## config.mk

```make
export PLATFORM = sky130hd
export DESIGN_NAME = card_deck_shuffle_engine_top
export DESIGN_NICKNAME = d
export VERILOG_FILES = /design/src/design/cdse_pkg.sv /design/src/design/card_deck_shuffle_engine_top.sv /design/src/design/cdse_ram.sv /design/src/design/cdse_front.sv /design/src/design/cdse_mod.sv /design/src/design/cdse_back.sv
export SDC_FILE = /design/constraint.sdc
export NUM_CORES = 1
export LEC_CHECK = 0
export BUFFER_PORTS_ARGS = -buffer_cell sky130_fd_sc_hd__buf_2
export CAP_MARGIN = 25
export CORE_MARGIN = 5
export CORE_UTILIZATION = 60
export CTS_BUF_LIST = sky130_fd_sc_hd__clkbuf_4
export DETAILED_ROUTE_END_ITERATION = 7
export PLACE_DENSITY_LB_ADDON = 0.08
export SKIP_CTS_REPAIR_TIMING = 1
export SLEW_MARGIN = 25
export SYNTH_ARGS = -nofsm -noshare
export SYNTH_HDL_FRONTEND = slang
export SYNTH_SLANG_ARGS = --single-unit
```

## constraint.sdc

```tcl
create_clock -name clk -period 10.3 [get_ports clk]
set_clock_uncertainty 0.05 [all_clocks]
set_input_delay 1.545 -clock clk [delete_from_list [all_inputs] [get_ports clk]]
set_output_delay 1.545 -clock clk [all_outputs]
set_load 0.005 [all_outputs]
```

## src/design/cdse_pkg.sv

```systemverilog
// ----------------------------------------------------------------------------
// cdse_pkg: shared definitions for the card deck shuffle engine
// Field widths, request codes, stride limits and the command record that the
// front part passes to the back part.
// ----------------------------------------------------------------------------
package cdse_pkg;

  // Default deck size.
  localparam int DECK_SIZE_DEF = 54;

  // Field widths.
  localparam int CARD_W   = 6;
  localparam int REQ_W    = 2;
  localparam int RAND_W   = 15;
  localparam int STRIDE_W = 4;

  // Legal stride range; values outside are clamped.
  localparam int STRIDE_MIN = 3;
  localparam int STRIDE_MAX = 8;

  // Request codes.
  localparam logic [REQ_W-1:0] REQ_INIT   = 2'd0;
  localparam logic [REQ_W-1:0] REQ_SWAP   = 2'd1;
  localparam logic [REQ_W-1:0] REQ_STRIDE = 2'd2;
  localparam logic [REQ_W-1:0] REQ_READ   = 2'd3;

  // One classified command as it waits in the queue.
  typedef struct packed {
    logic [REQ_W-1:0]    req;
    logic [RAND_W-1:0]   rand_value;
    logic                reverse;
    logic [STRIDE_W-1:0] stride;
  } cmd_t;

endpackage

```

## src/design/card_deck_shuffle_engine_top.sv

```systemverilog
// ----------------------------------------------------------------------------
// card_deck_shuffle_engine_top: card deck shuffle engine
// Keeps a deck of DECK_SIZE cards and permutes it on request: identity load,
// one random swap step, stride pass (copy then deal by residue class), and
// readout of the whole deck.
//
//   Channel  Direction  Handshake            Payload
//   in       to block   in_valid/in_ready    req_type, rand_value,
//                                            reverse_copy, stride
//   out      from block out_valid/out_ready  card_value, last_card
//
// A swap step runs the bit-serial remainder unit, then one read and two
// writes on the deck memory. A stride pass reads and writes each card once
// in each of the copy and deal sweeps. A readout issues one deck read per
// card, and the next one only after the registered deck read has reached
// the result register and that register is free or being emptied, so it
// waits while out_ready is low. A two-entry queue takes requests while the
// back part works. Reset is synchronous and restores the identity order at
// once; no clearing pass is needed.
// ----------------------------------------------------------------------------
module card_deck_shuffle_engine_top #(
  parameter int DECK_SIZE = cdse_pkg::DECK_SIZE_DEF
) (
  input  logic                            clk,
  input  logic                            rst,
  input  logic                            in_valid,
  output logic                            in_ready,
  input  logic [cdse_pkg::REQ_W-1:0]      req_type,
  input  logic [cdse_pkg::RAND_W-1:0]     rand_value,
  input  logic                            reverse_copy,
  input  logic [cdse_pkg::STRIDE_W-1:0]   stride,
  output logic                            out_valid,
  input  logic                            out_ready,
  output logic [cdse_pkg::CARD_W-1:0]     card_value,
  output logic                            last_card
);
  import cdse_pkg::*;

  logic cmd_valid;
  logic cmd_ready;
  cmd_t cmd;

  // Front: accept and classify requests, queue commands.
  cdse_front u_front (
    .clk          (clk),
    .rst          (rst),
    .in_valid     (in_valid),
    .in_ready     (in_ready),
    .req_type     (req_type),
    .rand_value   (rand_value),
    .reverse_copy (reverse_copy),
    .stride       (stride),
    .cmd_valid    (cmd_valid),
    .cmd_ready    (cmd_ready),
    .cmd          (cmd)
  );

  // Back: execute commands against the deck.
  cdse_back #(
    .DECK_SIZE (DECK_SIZE)
  ) u_back (
    .clk        (clk),
    .rst        (rst),
    .cmd_valid  (cmd_valid),
    .cmd_ready  (cmd_ready),
    .cmd        (cmd),
    .out_valid  (out_valid),
    .out_ready  (out_ready),
    .card_value (card_value),
    .last_card  (last_card)
  );

endmodule

```

## src/design/cdse_ram.sv

```systemverilog
// ----------------------------------------------------------------------------
// cdse_ram: generic single-port-write, single-port-read RAM
// One write and one read per cycle; read data is registered. A read of an
// address written in the same cycle returns the old contents.
// ----------------------------------------------------------------------------
module cdse_ram #(
  parameter int WIDTH = 8,
  parameter int DEPTH = 32,
  localparam int AW = (DEPTH > 1) ? $clog2(DEPTH) : 1
) (
  input  logic             clk,
  input  logic             we,
  input  logic [AW-1:0]    waddr,
  input  logic [WIDTH-1:0] wdata,
  input  logic [AW-1:0]    raddr,
  output logic [WIDTH-1:0] rdata
);

  logic [WIDTH-1:0] mem [DEPTH];

  // Write port and registered read port.
  always_ff @(posedge clk) begin
    if (we) begin
      mem[waddr] <= wdata;
    end
    rdata <= mem[raddr];
  end

endmodule

```

## src/design/cdse_front.sv

```systemverilog
// ----------------------------------------------------------------------------
// cdse_front: request intake and command queue
// Accepts request transactions, clamps the stride into its legal range and
// holds up to two commands for the back part.
// ----------------------------------------------------------------------------
module cdse_front (
  input  logic                            clk,
  input  logic                            rst,
  input  logic                            in_valid,
  output logic                            in_ready,
  input  logic [cdse_pkg::REQ_W-1:0]      req_type,
  input  logic [cdse_pkg::RAND_W-1:0]     rand_value,
  input  logic                            reverse_copy,
  input  logic [cdse_pkg::STRIDE_W-1:0]   stride,
  output logic                            cmd_valid,
  input  logic                            cmd_ready,
  output cdse_pkg::cmd_t                  cmd
);
  import cdse_pkg::*;

  cmd_t       slot [2];
  cmd_t       cmd_in;
  logic       wptr;
  logic       rptr;
  logic [1:0] count;
  logic       push;
  logic       pop;

  // Classify the incoming request and clamp the stride.
  always_comb begin
    cmd_in.req        = req_type;
    cmd_in.rand_value = rand_value;
    cmd_in.reverse    = reverse_copy;
    if (stride < STRIDE_W'(STRIDE_MIN)) begin
      cmd_in.stride = STRIDE_W'(STRIDE_MIN);
    end else if (stride > STRIDE_W'(STRIDE_MAX)) begin
      cmd_in.stride = STRIDE_W'(STRIDE_MAX);
    end else begin
      cmd_in.stride = stride;
    end
  end

  // Queue handshakes.
  assign in_ready  = (count != 2'd2);
  assign cmd_valid = (count != 2'd0);
  assign cmd       = slot[rptr];
  assign push      = in_valid & in_ready;
  assign pop       = cmd_valid & cmd_ready;

  // Queue pointers and fill count.
  always_ff @(posedge clk) begin
    if (rst) begin
      wptr  <= 1'b0;
      rptr  <= 1'b0;
      count <= 2'd0;
    end else begin
      if (push) begin
        wptr <= ~wptr;
      end
      if (pop) begin
        rptr <= ~rptr;
      end
      case ({push, pop})
        2'b10:   count <= count + 2'd1;
        2'b01:   count <= count - 2'd1;
        default: count <= count;
      endcase
    end
  end

  // Queue storage.
  always_ff @(posedge clk) begin
    if (push) begin
      slot[wptr] <= cmd_in;
    end
  end

endmodule

```

## src/design/cdse_mod.sv

```systemverilog
// ----------------------------------------------------------------------------
// cdse_mod: iterative remainder unit
// Restoring division that brings in one dividend bit per cycle and keeps only
// the remainder. Done pulses in the cycle after the last bit, with rem valid.
// ----------------------------------------------------------------------------
module cdse_mod #(
  parameter int DIV_W = 7
) (
  input  logic                          clk,
  input  logic                          rst,
  input  logic                          start,
  input  logic [cdse_pkg::RAND_W-1:0]   dividend,
  input  logic [DIV_W-1:0]              divisor,
  output logic                          done,
  output logic [DIV_W-1:0]              rem
);
  import cdse_pkg::*;

  localparam int CNT_W = $clog2(RAND_W);

  logic              busy;
  logic [CNT_W-1:0]  cnt;
  logic [RAND_W-1:0] shreg;
  logic [DIV_W-1:0]  dvs;
  logic [DIV_W:0]    trial;

  // Shift the next dividend bit into the partial remainder.
  assign trial = {rem, shreg[RAND_W-1]};

  // Step control.
  always_ff @(posedge clk) begin
    if (rst) begin
      busy <= 1'b0;
      done <= 1'b0;
      cnt  <= '0;
    end else begin
      done <= 1'b0;
      if (start) begin
        busy <= 1'b1;
        cnt  <= CNT_W'(RAND_W - 1);
      end else if (busy) begin
        if (cnt == '0) begin
          busy <= 1'b0;
          done <= 1'b1;
        end else begin
          cnt <= cnt - 1'b1;
        end
      end
    end
  end

  // Datapath: compare and subtract once per bit.
  always_ff @(posedge clk) begin
    if (start) begin
      shreg <= dividend;
      rem   <= '0;
      dvs   <= divisor;
    end else if (busy) begin
      shreg <= shreg << 1;
      if (trial >= {1'b0, dvs}) begin
        rem <= DIV_W'(trial - {1'b0, dvs});
      end else begin
        rem <= trial[DIV_W-1:0];
      end
    end
  end

endmodule

```

## src/design/cdse_back.sv

```systemverilog
// ----------------------------------------------------------------------------
// cdse_back: command execution
// Runs init, swap step, stride pass and readout against the deck memory
// (two mirrored copies for two read ports) and the copy scratch memory, and
// drives the result register.
// ----------------------------------------------------------------------------
module cdse_back #(
  parameter int DECK_SIZE = cdse_pkg::DECK_SIZE_DEF
) (
  input  logic                          clk,
  input  logic                          rst,
  input  logic                          cmd_valid,
  output logic                          cmd_ready,
  input  cdse_pkg::cmd_t                cmd,
  output logic                          out_valid,
  input  logic                          out_ready,
  output logic [cdse_pkg::CARD_W-1:0]   card_value,
  output logic                          last_card
);
  import cdse_pkg::*;

  localparam int AW    = $clog2(DECK_SIZE);
  localparam int DIV_W = $clog2(DECK_SIZE + 1);
  localparam int SUM_W = $clog2(DECK_SIZE + STRIDE_MAX + 1);
  localparam logic [AW-1:0] LAST = AW'(DECK_SIZE - 1);

  localparam logic [2:0] S_IDLE = 3'd0;
  localparam logic [2:0] S_MOD  = 3'd1;
  localparam logic [2:0] S_SWW1 = 3'd2;
  localparam logic [2:0] S_SWW2 = 3'd3;
  localparam logic [2:0] S_COPY = 3'd4;
  localparam logic [2:0] S_DEAL = 3'd5;
  localparam logic [2:0] S_READ = 3'd6;

  logic [2:0]          state;
  logic [AW-1:0]       swap_counter;
  logic [DECK_SIZE-1:0] valid;
  logic [AW-1:0]       idx;
  logic [AW-1:0]       j;
  logic [AW-1:0]       cls;
  logic [STRIDE_W-1:0] cur_stride;
  logic                cur_reverse;
  logic [AW-1:0]       swap_r;
  logic [CARD_W-1:0]   swap_hold;
  logic                copy_pend;
  logic [AW-1:0]       copy_idx;
  logic                deal_pend;
  logic [AW-1:0]       deal_pos;
  logic                rd_inflight;
  logic                rd_last;
  logic [AW-1:0]       raddr_a_q;
  logic [AW-1:0]       raddr_b_q;
  logic                rvld_a_q;
  logic                rvld_b_q;

  logic [AW-1:0]       hi;
  logic [AW-1:0]       raddr_a;
  logic [AW-1:0]       raddr_b;
  logic [CARD_W-1:0]   rdata_a;
  logic [CARD_W-1:0]   rdata_b;
  logic [CARD_W-1:0]   val_a;
  logic [CARD_W-1:0]   val_b;
  logic                deck_we;
  logic [AW-1:0]       deck_waddr;
  logic [CARD_W-1:0]   deck_wdata;
  logic [CARD_W-1:0]   copy_rdata;
  logic                read_issue;
  logic                dispatch;
  logic                mod_start;
  logic                mod_done;
  logic [DIV_W-1:0]    mod_rem;
  logic [DIV_W-1:0]    divisor;
  logic [SUM_W-1:0]    next_j;

  // Swap positions and divisor derived from the step counter.
  assign hi      = LAST - swap_counter;
  assign divisor = DIV_W'(DECK_SIZE) - DIV_W'(swap_counter);
  assign next_j  = SUM_W'(j) + SUM_W'(cur_stride);

  // Entries never written since the last init read as their own index.
  assign val_a = rvld_a_q ? rdata_a : CARD_W'(raddr_a_q);
  assign val_b = rvld_b_q ? rdata_b : CARD_W'(raddr_b_q);

  // Command dispatch only with no write or readout left in flight.
  assign cmd_ready  = (state == S_IDLE) && !deal_pend && !copy_pend && !rd_inflight;
  assign dispatch   = cmd_valid && cmd_ready;
  assign mod_start  = dispatch && (cmd.req == REQ_SWAP);
  assign read_issue = (state == S_READ) && !rd_inflight && (!out_valid || out_ready);

  // Read address selection for both deck ports.
  always_comb begin
    raddr_a = idx;
    raddr_b = swap_r;
    case (state)
      S_MOD: begin
        raddr_a = hi;
        raddr_b = AW'(mod_rem);
      end
      S_COPY: begin
        raddr_a = cur_reverse ? (LAST - idx) : idx;
      end
      default: begin
        raddr_a = idx;
      end
    endcase
  end

  // Deck write selection: swap writes, then dealt cards.
  always_comb begin
    deck_we    = 1'b0;
    deck_waddr = deal_pos;
    deck_wdata = copy_rdata;
    case (state)
      S_SWW1: begin
        deck_we    = 1'b1;
        deck_waddr = hi;
        deck_wdata = val_b;
      end
      S_SWW2: begin
        deck_we    = 1'b1;
        deck_waddr = swap_r;
        deck_wdata = swap_hold;
      end
      default: begin
        deck_we = deal_pend;
      end
    endcase
  end

  // Remainder unit for the swap draw.
  cdse_mod #(
    .DIV_W (DIV_W)
  ) u_mod (
    .clk      (clk),
    .rst      (rst),
    .start    (mod_start),
    .dividend (cmd.rand_value),
    .divisor  (divisor),
    .done     (mod_done),
    .rem      (mod_rem)
  );

  // Deck memory, mirrored so that both swap entries read in the same cycle.
  cdse_ram #(
    .WIDTH (CARD_W),
    .DEPTH (DECK_SIZE)
  ) u_deck_a (
    .clk   (clk),
    .we    (deck_we),
    .waddr (deck_waddr),
    .wdata (deck_wdata),
    .raddr (raddr_a),
    .rdata (rdata_a)
  );

  cdse_ram #(
    .WIDTH (CARD_W),
    .DEPTH (DECK_SIZE)
  ) u_deck_b (
    .clk   (clk),
    .we    (deck_we),
    .waddr (deck_waddr),
    .wdata (deck_wdata),
    .raddr (raddr_b),
    .rdata (rdata_b)
  );

  // Scratch copy of the deck for the stride pass.
  cdse_ram #(
    .WIDTH (CARD_W),
    .DEPTH (DECK_SIZE)
  ) u_copy (
    .clk   (clk),
    .we    (copy_pend),
    .waddr (copy_idx),
    .wdata (val_a),
    .raddr (j),
    .rdata (copy_rdata)
  );

  // Sequencer and control state.
  always_ff @(posedge clk) begin
    if (rst) begin
      state        <= S_IDLE;
      swap_counter <= '0;
      valid        <= '0;
      idx          <= '0;
      j            <= '0;
      cls          <= '0;
      copy_pend    <= 1'b0;
      deal_pend    <= 1'b0;
      rd_inflight  <= 1'b0;
      out_valid    <= 1'b0;
    end else begin
      copy_pend   <= 1'b0;
      deal_pend   <= 1'b0;
      rd_inflight <= read_issue;

      if (deck_we) begin
        valid[deck_waddr] <= 1'b1;
      end

      // Result register: loaded by a returning read, emptied by a transaction.
      if (rd_inflight) begin
        out_valid <= 1'b1;
      end else if (out_ready) begin
        out_valid <= 1'b0;
      end

      case (state)
        S_IDLE: begin
          if (dispatch) begin
            case (cmd.req)
              REQ_INIT: begin
                valid        <= '0;
                swap_counter <= '0;
              end
              REQ_SWAP: begin
                state <= S_MOD;
              end
              REQ_STRIDE: begin
                state <= S_COPY;
                idx   <= '0;
              end
              REQ_READ: begin
                state <= S_READ;
                idx   <= '0;
              end
              default: begin
                state <= S_IDLE;
              end
            endcase
          end
        end
        S_MOD: begin
          if (mod_done) begin
            state <= S_SWW1;
          end
        end
        S_SWW1: begin
          state <= S_SWW2;
        end
        S_SWW2: begin
          swap_counter <= (swap_counter == LAST) ? '0 : swap_counter + 1'b1;
          state        <= S_IDLE;
        end
        S_COPY: begin
          copy_pend <= 1'b1;
          if (idx == LAST) begin
            state <= S_DEAL;
            idx   <= '0;
            j     <= '0;
            cls   <= '0;
          end else begin
            idx <= idx + 1'b1;
          end
        end
        S_DEAL: begin
          deal_pend <= 1'b1;
          if (idx == LAST) begin
            state <= S_IDLE;
          end else begin
            idx <= idx + 1'b1;
          end
          // Walk the current residue class, then start the next one.
          if (next_j < SUM_W'(DECK_SIZE)) begin
            j <= AW'(next_j);
          end else begin
            cls <= cls + 1'b1;
            j   <= cls + 1'b1;
          end
        end
        S_READ: begin
          if (read_issue) begin
            if (idx == LAST) begin
              state <= S_IDLE;
            end else begin
              idx <= idx + 1'b1;
            end
          end
        end
        default: begin
          state <= S_IDLE;
        end
      endcase
    end
  end

  // Datapath registers.
  always_ff @(posedge clk) begin
    raddr_a_q <= raddr_a;
    raddr_b_q <= raddr_b;
    rvld_a_q  <= valid[raddr_a];
    rvld_b_q  <= valid[raddr_b];
    copy_idx  <= idx;
    deal_pos  <= idx;
    if (dispatch) begin
      cur_stride  <= cmd.stride;
      cur_reverse <= cmd.reverse;
    end
    if ((state == S_MOD) && mod_done) begin
      swap_r <= AW'(mod_rem);
    end
    if (state == S_SWW1) begin
      swap_hold <= val_a;
    end
    if (read_issue) begin
      rd_last <= (idx == LAST);
    end
    if (rd_inflight) begin
      card_value <= val_a;
      last_card  <= rd_last;
    end
  end

  // The step counter never reaches the deck size.
  a_counter_range: assert property (@(posedge clk) disable iff (rst)
    swap_counter < AW'(DECK_SIZE - 1) || swap_counter == LAST)
    else $error("swap counter out of range");

  // A returning readout word always finds the result register free.
  a_out_free: assert property (@(posedge clk) disable iff (rst)
    rd_inflight |-> !out_valid)
    else $error("readout data would overwrite a pending result");

  // Copy writes and dealt writes never overlap.
  a_no_overlap: assert property (@(posedge clk) disable iff (rst)
    !(copy_pend && deal_pend))
    else $error("copy and deal writes overlap");

  // The remainder unit finishes only while a swap waits for it.
  a_mod_owner: assert property (@(posedge clk) disable iff (rst)
    mod_done |-> (state == S_MOD))
    else $error("remainder finished outside a swap step");

  // Init leaves every deck entry reading as its identity value.
  a_init_clear: assert property (@(posedge clk) disable iff (rst)
    (dispatch && (cmd.req == REQ_INIT)) |=> (valid == '0) && (swap_counter == '0))
    else $error("init did not restore identity order");

endmodule
```

After elaboration in Yosys (flattened, before gate mapping)

Memories as Yosys holds them, arrays and structs flattened. A register that Yosys moved wholly into a read port is not among the register bits.
Cells that the tools add are included.

Add/subtract/negate cells: 11
Multiply operators: 0
Divide/modulo/power cells: 0
$lt $le $gt $ge: 8
Eq/ne operators: 23
Shifts and indexed selects: 0
Mux-type cells: 65
Bitwise operators: 7
Reduce and logical (&&, ||, !) cells: 35

Operators by type and width:

| cell                                                                    | number |
|---|---|
| 54-bit 2-to-1 mux                                                       | 4 |
| 6-bit 2-to-1 mux                                                        | 16 |
| 6-bit one-hot mux with 2 select lines                                   | 6 |
| 54-bit bitwise OR                                                       | 1 |
| 15-bit 2-to-1 mux                                                       | 2 |
| 6-bit one-hot mux with 4 select lines                                   | 1 |
| 6-bit by 7-bit < comparator with 1-bit output, second input constant    | 3 |
| 1-bit 2-to-1 mux                                                        | 20 |
| 4-bit 2-to-1 mux                                                        | 5 |
| 6-bit by 1-bit adder with 6-bit output, second input constant           | 3 |
| 3-bit one-hot mux with 6 select lines                                   | 1 |
| 6-bit subtractor, first input constant                                  | 3 |
| 3-bit 2-to-1 mux                                                        | 5 |
| 1-bit binary-select mux with 6-bit select                               | 2 |
| 6-bit equality test, second input constant                              | 2 |
| 2-bit nonzero test                                                      | 6 |
| 2-bit inequality test, second input constant                            | 5 |
| 3-bit equality test, second input constant                              | 3 |
| 1-bit logical AND                                                       | 9 |
| 3-bit one-hot mux with 3 select lines                                   | 1 |
| 2-bit by 1-bit inequality test with 1-bit output, second input constant | 4 |
| 7-bit by 6-bit >= comparator with 1-bit output                          | 1 |
| 6-bit by 4-bit adder with 6-bit output                                  | 1 |
| 1-bit demux with 6-bit select                                           | 1 |
| 28 further kinds                                                        | 44 |

Register bits after elaboration: 167
Bits in latches: 0
Memory bits (writable): 1,016
Memory bits (read-only): 0
Bits of input ports: 26
Output and inout bits: 9
Memories: 4

Memory list:

| memory              | depth | bits a word | rd ports | clocked after Yosys merged registers in | write ports | line             | source |
|---|---|---|---|---|---|---|---|
| u_back.u_copy.mem   | 54    | 6           | 1        | 1                                       | 1           | cdse_ram.sv:19   | `logic [WIDTH-1:0] mem [DEPTH];` |
| u_back.u_deck_a.mem | 54    | 6           | 1        | 1                                       | 1           | cdse_ram.sv:19   |  |
| u_back.u_deck_b.mem | 54    | 6           | 1        | 1                                       | 1           | cdse_ram.sv:19   |  |
| u_front.slot        | 2     | 22          | 1        | 1                                       | 1           | cdse_front.sv:21 | `cmd_t slot [2];` |

Logic depth before layout (Yosys ltp)

Depth in word-level cells: 11
Gate-level depth with buffers: 13
Mapped depth without buffers: 10

Cells and area by module

A second synthesis with hierarchy kept.

Cell total of the unflattened synthesis: 3,020
Area, all modules: 49,520.0 um^2

Modules (own cells, without submodules):

| module     | times used | cells an instance | area each (um^2) |
|---|---|---|---|
| cdse_ram   | 3          | 687               | 13,161.4 |
| cdse_back  | 1          | 733               | 6,600.1 |
| cdse_front | 1          | 98                | 1,829.3 |
| cdse_mod   | 1          | 128               | 1,606.5 |

Least setup slack after synthesis

OpenSTA, ideal clock, no wires.

Path type: reg-to-reg
From: register u_back.state[0]
To: memory u_back.u_deck_a.mem[13][0] in the netlist's numbering (data pin)
Arrival: 3.896 ns
Slack: 5.730 ns
Cell stages (with the launch flop): 8
Buffers on the path: 5
Period minus slack after synthesis: 4.570 ns
Cell sequence: dfxtp_1 > buf_6 > clkbuf_1 > clkbuf_1 > buf_1 > clkbuf_1 > a21oi_1 > o21ai_0

Longest elaborated chain between the ends: 2

RTL lines:

| what                                           | line             | source |
|---|---|---|
| start, declared                                | cdse_back.sv:35  | `logic [2:0] state;` |
| start signal, assigned                         | cdse_back.sv:184 | `state <= S_IDLE;` |
| start signal, assigned                         | cdse_back.sv:219 | `state <= S_MOD;` |
| start signal, assigned                         | cdse_back.sv:222 | `state <= S_COPY;` |
| 3-bit by 2-bit equality test with 1-bit output | cdse_back.sv:113 | `case (state)` |
| 6-bit one-hot mux with 2 select lines (*)      | cdse_back.sv:113 |  |
| named net u_back.deck_wdata[0]                 | cdse_back.sv:65  | `logic [CARD_W-1:0] deck_wdata;` |
| end, declared                                  | cdse_ram.sv:19   |  |

Mark *: on every way through the listed nets, which the timed path passes. The rest lies on a longest branch.

Worst setup path in the final report

From: register u_back.state[0]
To: register u_back.u_deck_b.rdata[4] (read register of u_back.u_deck_b.mem)

Longest elaborated chain between the ends: 2

RTL lines:

| what                                           | line            | source |
|---|---|---|
| 3-bit by 1-bit equality test with 1-bit output | cdse_back.sv:94 | `case (state)` |
| 6-bit 2-to-1 mux                               | cdse_back.sv:94 |  |
| end, declared                                  | cdse_ram.sv:16  | `output logic [WIDTH-1:0] rdata` |

No other way between the ends.
A chain may end at the register's enable or synchronous reset.

==> flow_summary.json <==
{
  "grtUsageTotal_pct": 29.82,
  "power.switching_mw": 3.506,
  "use_met3_pct": 7.125,
  "io_pins": 35,
  "clkSinkCount": 878,
  "period_minus_slack_ns": 5.803,
  "drtPass1Iterations": 6,
  "synthXorXnorAreaFrac_pct": 0.6114,
  "synthSimpleGateAreaFrac_pct": 14.68,
  "fin_cells": 4258,
  "drtIter0Drc": 3703,
  "power_density_mw_per_mm2": 239.5,
  "cp_max_fo": 65,
  "wl_um": 106000,
  "finalSetupViolCount": 0,
  "grt_pass1_vias": 26270,
  "synthCells": 3126,
  "port_buffers": 34,
  "drcViolationCount": 0,
  "synthArstFlopShare_pct": 0,
  "synth_top_family_by_area": "simple AND/OR/NAND/NOR gates",
  "clockBufferDepth": 3,
  "fill_cells": 4829,
  "pwr-share-clk_pct": 29.6,
  "synth_cell_types": 81,
  "clkLatencyLatePin_ns": 1.09,
  "synthesis.area_mm2": 0.03868,
  "critPathRequiredTime_ns": 11.17,
  "slowest_stage": "nor3b_4",
  "hpwl_um": 64640,
  "ant_nets": 0,
  "p_seq_share_pct": 44.3,
  "vdd_drop_max_mv": 0.2059,
  "cts_buffers": 217,
  "core_area_mm2": 0.06412,
  "synth_fa_ha_area_share_pct": 0.8411,
  "status": "completed",
  "tightest_slew_ns": 1.121,
  "slew-limit-headroom_pct": 25.29,
  "tns_ns": 0,
  "intPower_mw": 6.661,
  "die_y_um": 263.9,
  "place_ws_ns": 4.693,
  "synth_nets": 3176,
  "synth-compound-area-share_pct": 7.631,
  "final_cell_mix": "edfxtp_1, nand2_1, clkbuf_4",
  "layout-area-overhead-vs-synth_pct": 9.750,
  "num_vias": 26960,
  "startpoint_type": "flip-flop",
  "overflow": 0,
  "die_area_mm2": 0.06964,
  "die_x_um": 263.9,
  "use_met1_pct": 40.65,
  "grt_pass1_wl_um": 159600,
  "dp.cells": 3843,
  "crit_path_end_kind": "flip-flop",
  "synth_warnings": 0,
  "row_count": 93,
  "hold_violations": 0,
  "ys.flop_type": "edfxtp_1",
  "fin_area_mm2": 0.04245,
  "swShare_pct": 34.48,
  "synth.avg_cell_area_um2": 12.37,
  "gp_congestion": 0.9551,
  "arrival_ns": 6.68,
  "cap_violations": 0,
  "rsz0062_at_grt": "false",
  "synth.ff_latch_count": 878,
  "cts-root-buf": "clkbuf_4",
  "hp-class": "flip-flop to flip-flop",
  "synth.area.mux_share_pct": 8.903,
  "synth_edf_count": 738,
  "pwr-share-comb_pct": 26.1,
  "grt_max_degree": 172,
  "cts_tree": "built",
  "grt_use_met2_pct": 46.43,
  "fin_crit_sh_pct": 56.34,
  "fin_util_pct": 66.21,
  "viasPerCell": 6.331,
  "route.detailed.wl_per_inst_um": 24.89,
  "cts.clk_slew.worst_paths_ns": 0.07,
  "busiest_layer": "met2",
  "cp_cell_sequence": "nor3b_4, mux2i_4, buf_4, clkinv_2, buf_4, nor2_2, nand3_1, nand4_1, o21ai_0, nor3_1, nor3_1",
  "antenna_found_initial": 2,
  "ctsHtreeMaxLevel": 4,
  "power_leakage_nw": 14.65,
  "drive_above_1_share_pct": 17.51,
  "worstSetupPathType": "flip-flop to flip-flop",
  "placed_cell_area_mm2": 0.03940,
  "drv_slew": 0,
  "final_common_cell": "edfxtp_1",
  "synth.yosys.seq_area_share_pct": 64.54,
  "nets": 3258,
  "initial_core_util_pct": 60.32,
  "max_stage_delay_ns": 0.89,
  "max_freq_ghz": 0.1723,
  "setup_ws_ns": 4.497
}
[per-stage QoR]
step	power [mW]	hold slack, ns
floorplan	6.234	0.3040
global placement	7.096	0.3784
detailed placement	7.157	0.3920
CTS	10.16	0.4083
global route	10.59	0.4164
finish	10.17	0.4065
[layer usage]
layer  wire length, um  share of wire [%]
met3             10690                 10
met2             49620                 47
met4              4488                4.2
met5                 0                  0
met1             41180                 39
[cell families after synthesis]
family                     after synthesis
AOI/OAI and AO/OA                      447
xor gates and xnor gates                27
adders and majority gates               25
buffers and inverters                  241
DFF                                    878
muxes                                  195
and+or+nand+nor                       1313
[sequential cells by signal, summed over array words and instances (netlist names), 15 cells and up, named ones only]
register             cells
u_back.u_deck_a.mem    216
u_front.slot            44
u_back.u_mod.shreg      15
u_back.valid            54
u_back.u_copy.mem      324
u_back.u_deck_b.mem    108
[critical path: cells and delay by family (launching register included)]
kind | cells | cell delay, ns
mux | 1 | 0.34
simple gates | 6 | 2.64
buf+inv | 3 | 1.57
compound gates | 1 | 0.14
flops | 1 | 0.87
[power by group through the flow]
stage / logic [mW] / registers, mW / clock network, mW
global placement: 2.52 / 4.57 / 0
CTS: 2.58 / 4.50 / 3.07
detailed placement: 2.58 / 4.58 / 0
finish: 2.66 / 4.50 / 3.01
global route: 2.80 / 4.51 / 3.28
floorplan: 1.72 / 4.51 / 0
[path summary, 6_finish.rpt]
check / startpoint / endpoint / slack [ns] / depth (start not counted)
worst max-delay path: u_back.state[0]$_SDFFE_PP0P_ / u_back.u_deck_b.rdata[4]$_DFF_P_ / 4.50 / 11
worst min-delay path: u_back.idx[5]$_SDFFE_PP0P_ / u_back.copy_idx[5]$_DFF_P_ / 0.41 / 0
worst max register to register: u_back.state[0]$_SDFFE_PP0P_ / u_back.u_deck_b.rdata[4]$_DFF_P_ / 4.50 / 11
worst min register to register: u_back.idx[5]$_SDFFE_PP0P_ / u_back.copy_idx[5]$_DFF_P_ / 0.41 / 0
[cells in the mapped netlist (15+ instances only)]
cell | n | area, um2
clkbuf_1 | 96 | 360.4
dfxtp_1 | 140 | 2803
xnor2_1 | 18 | 157.7
buf_1 | 20 | 75.07
edfxtp_1 | 738 | 22160
o21a_1 | 59 | 442.9
ha_1 | 22 | 275.3
a21o_1 | 18 | 135.1
a32oi_1 | 17 | 148.9
nor2_1 | 168 | 630.6
nand3_1 | 240 | 1201
a21oi_1 | 138 | 690.7
a31oi_1 | 25 | 156.4
buf_2 | 77 | 385.4
mux2i_1 | 64 | 640.6
nand2_1 | 734 | 2755
inv_1 | 28 | 105.1
o21ai_0 | 64 | 320.3
and3_1 | 48 | 300.3
mux4_2 | 110 | 2477
nor3_1 | 29 | 145.1
a311oi_1 | 37 | 324.1
a311o_1 | 15 | 150.1
nand4_1 | 24 | 150.1
[final cells by class]
class | instances | area, um2 | area share (%)
Multi-Input combinational cell | 2007 | 12780 | 30.12
Antenna cell | 5 | 12.51 | 0.02948
Timing Repair Buffer | 71 | 493.0 | 1.161
Tap cell | 855 | 1070 | 2.520
Sequential cell | 878 | 24980 | 58.84
Clock buffer | 346 | 2597 | 6.119
Inverter | 33 | 128.9 | 0.3036
Clock inverter | 63 | 387.9 | 0.9138
No activity file was read; power rests on OpenSTA's default activity.
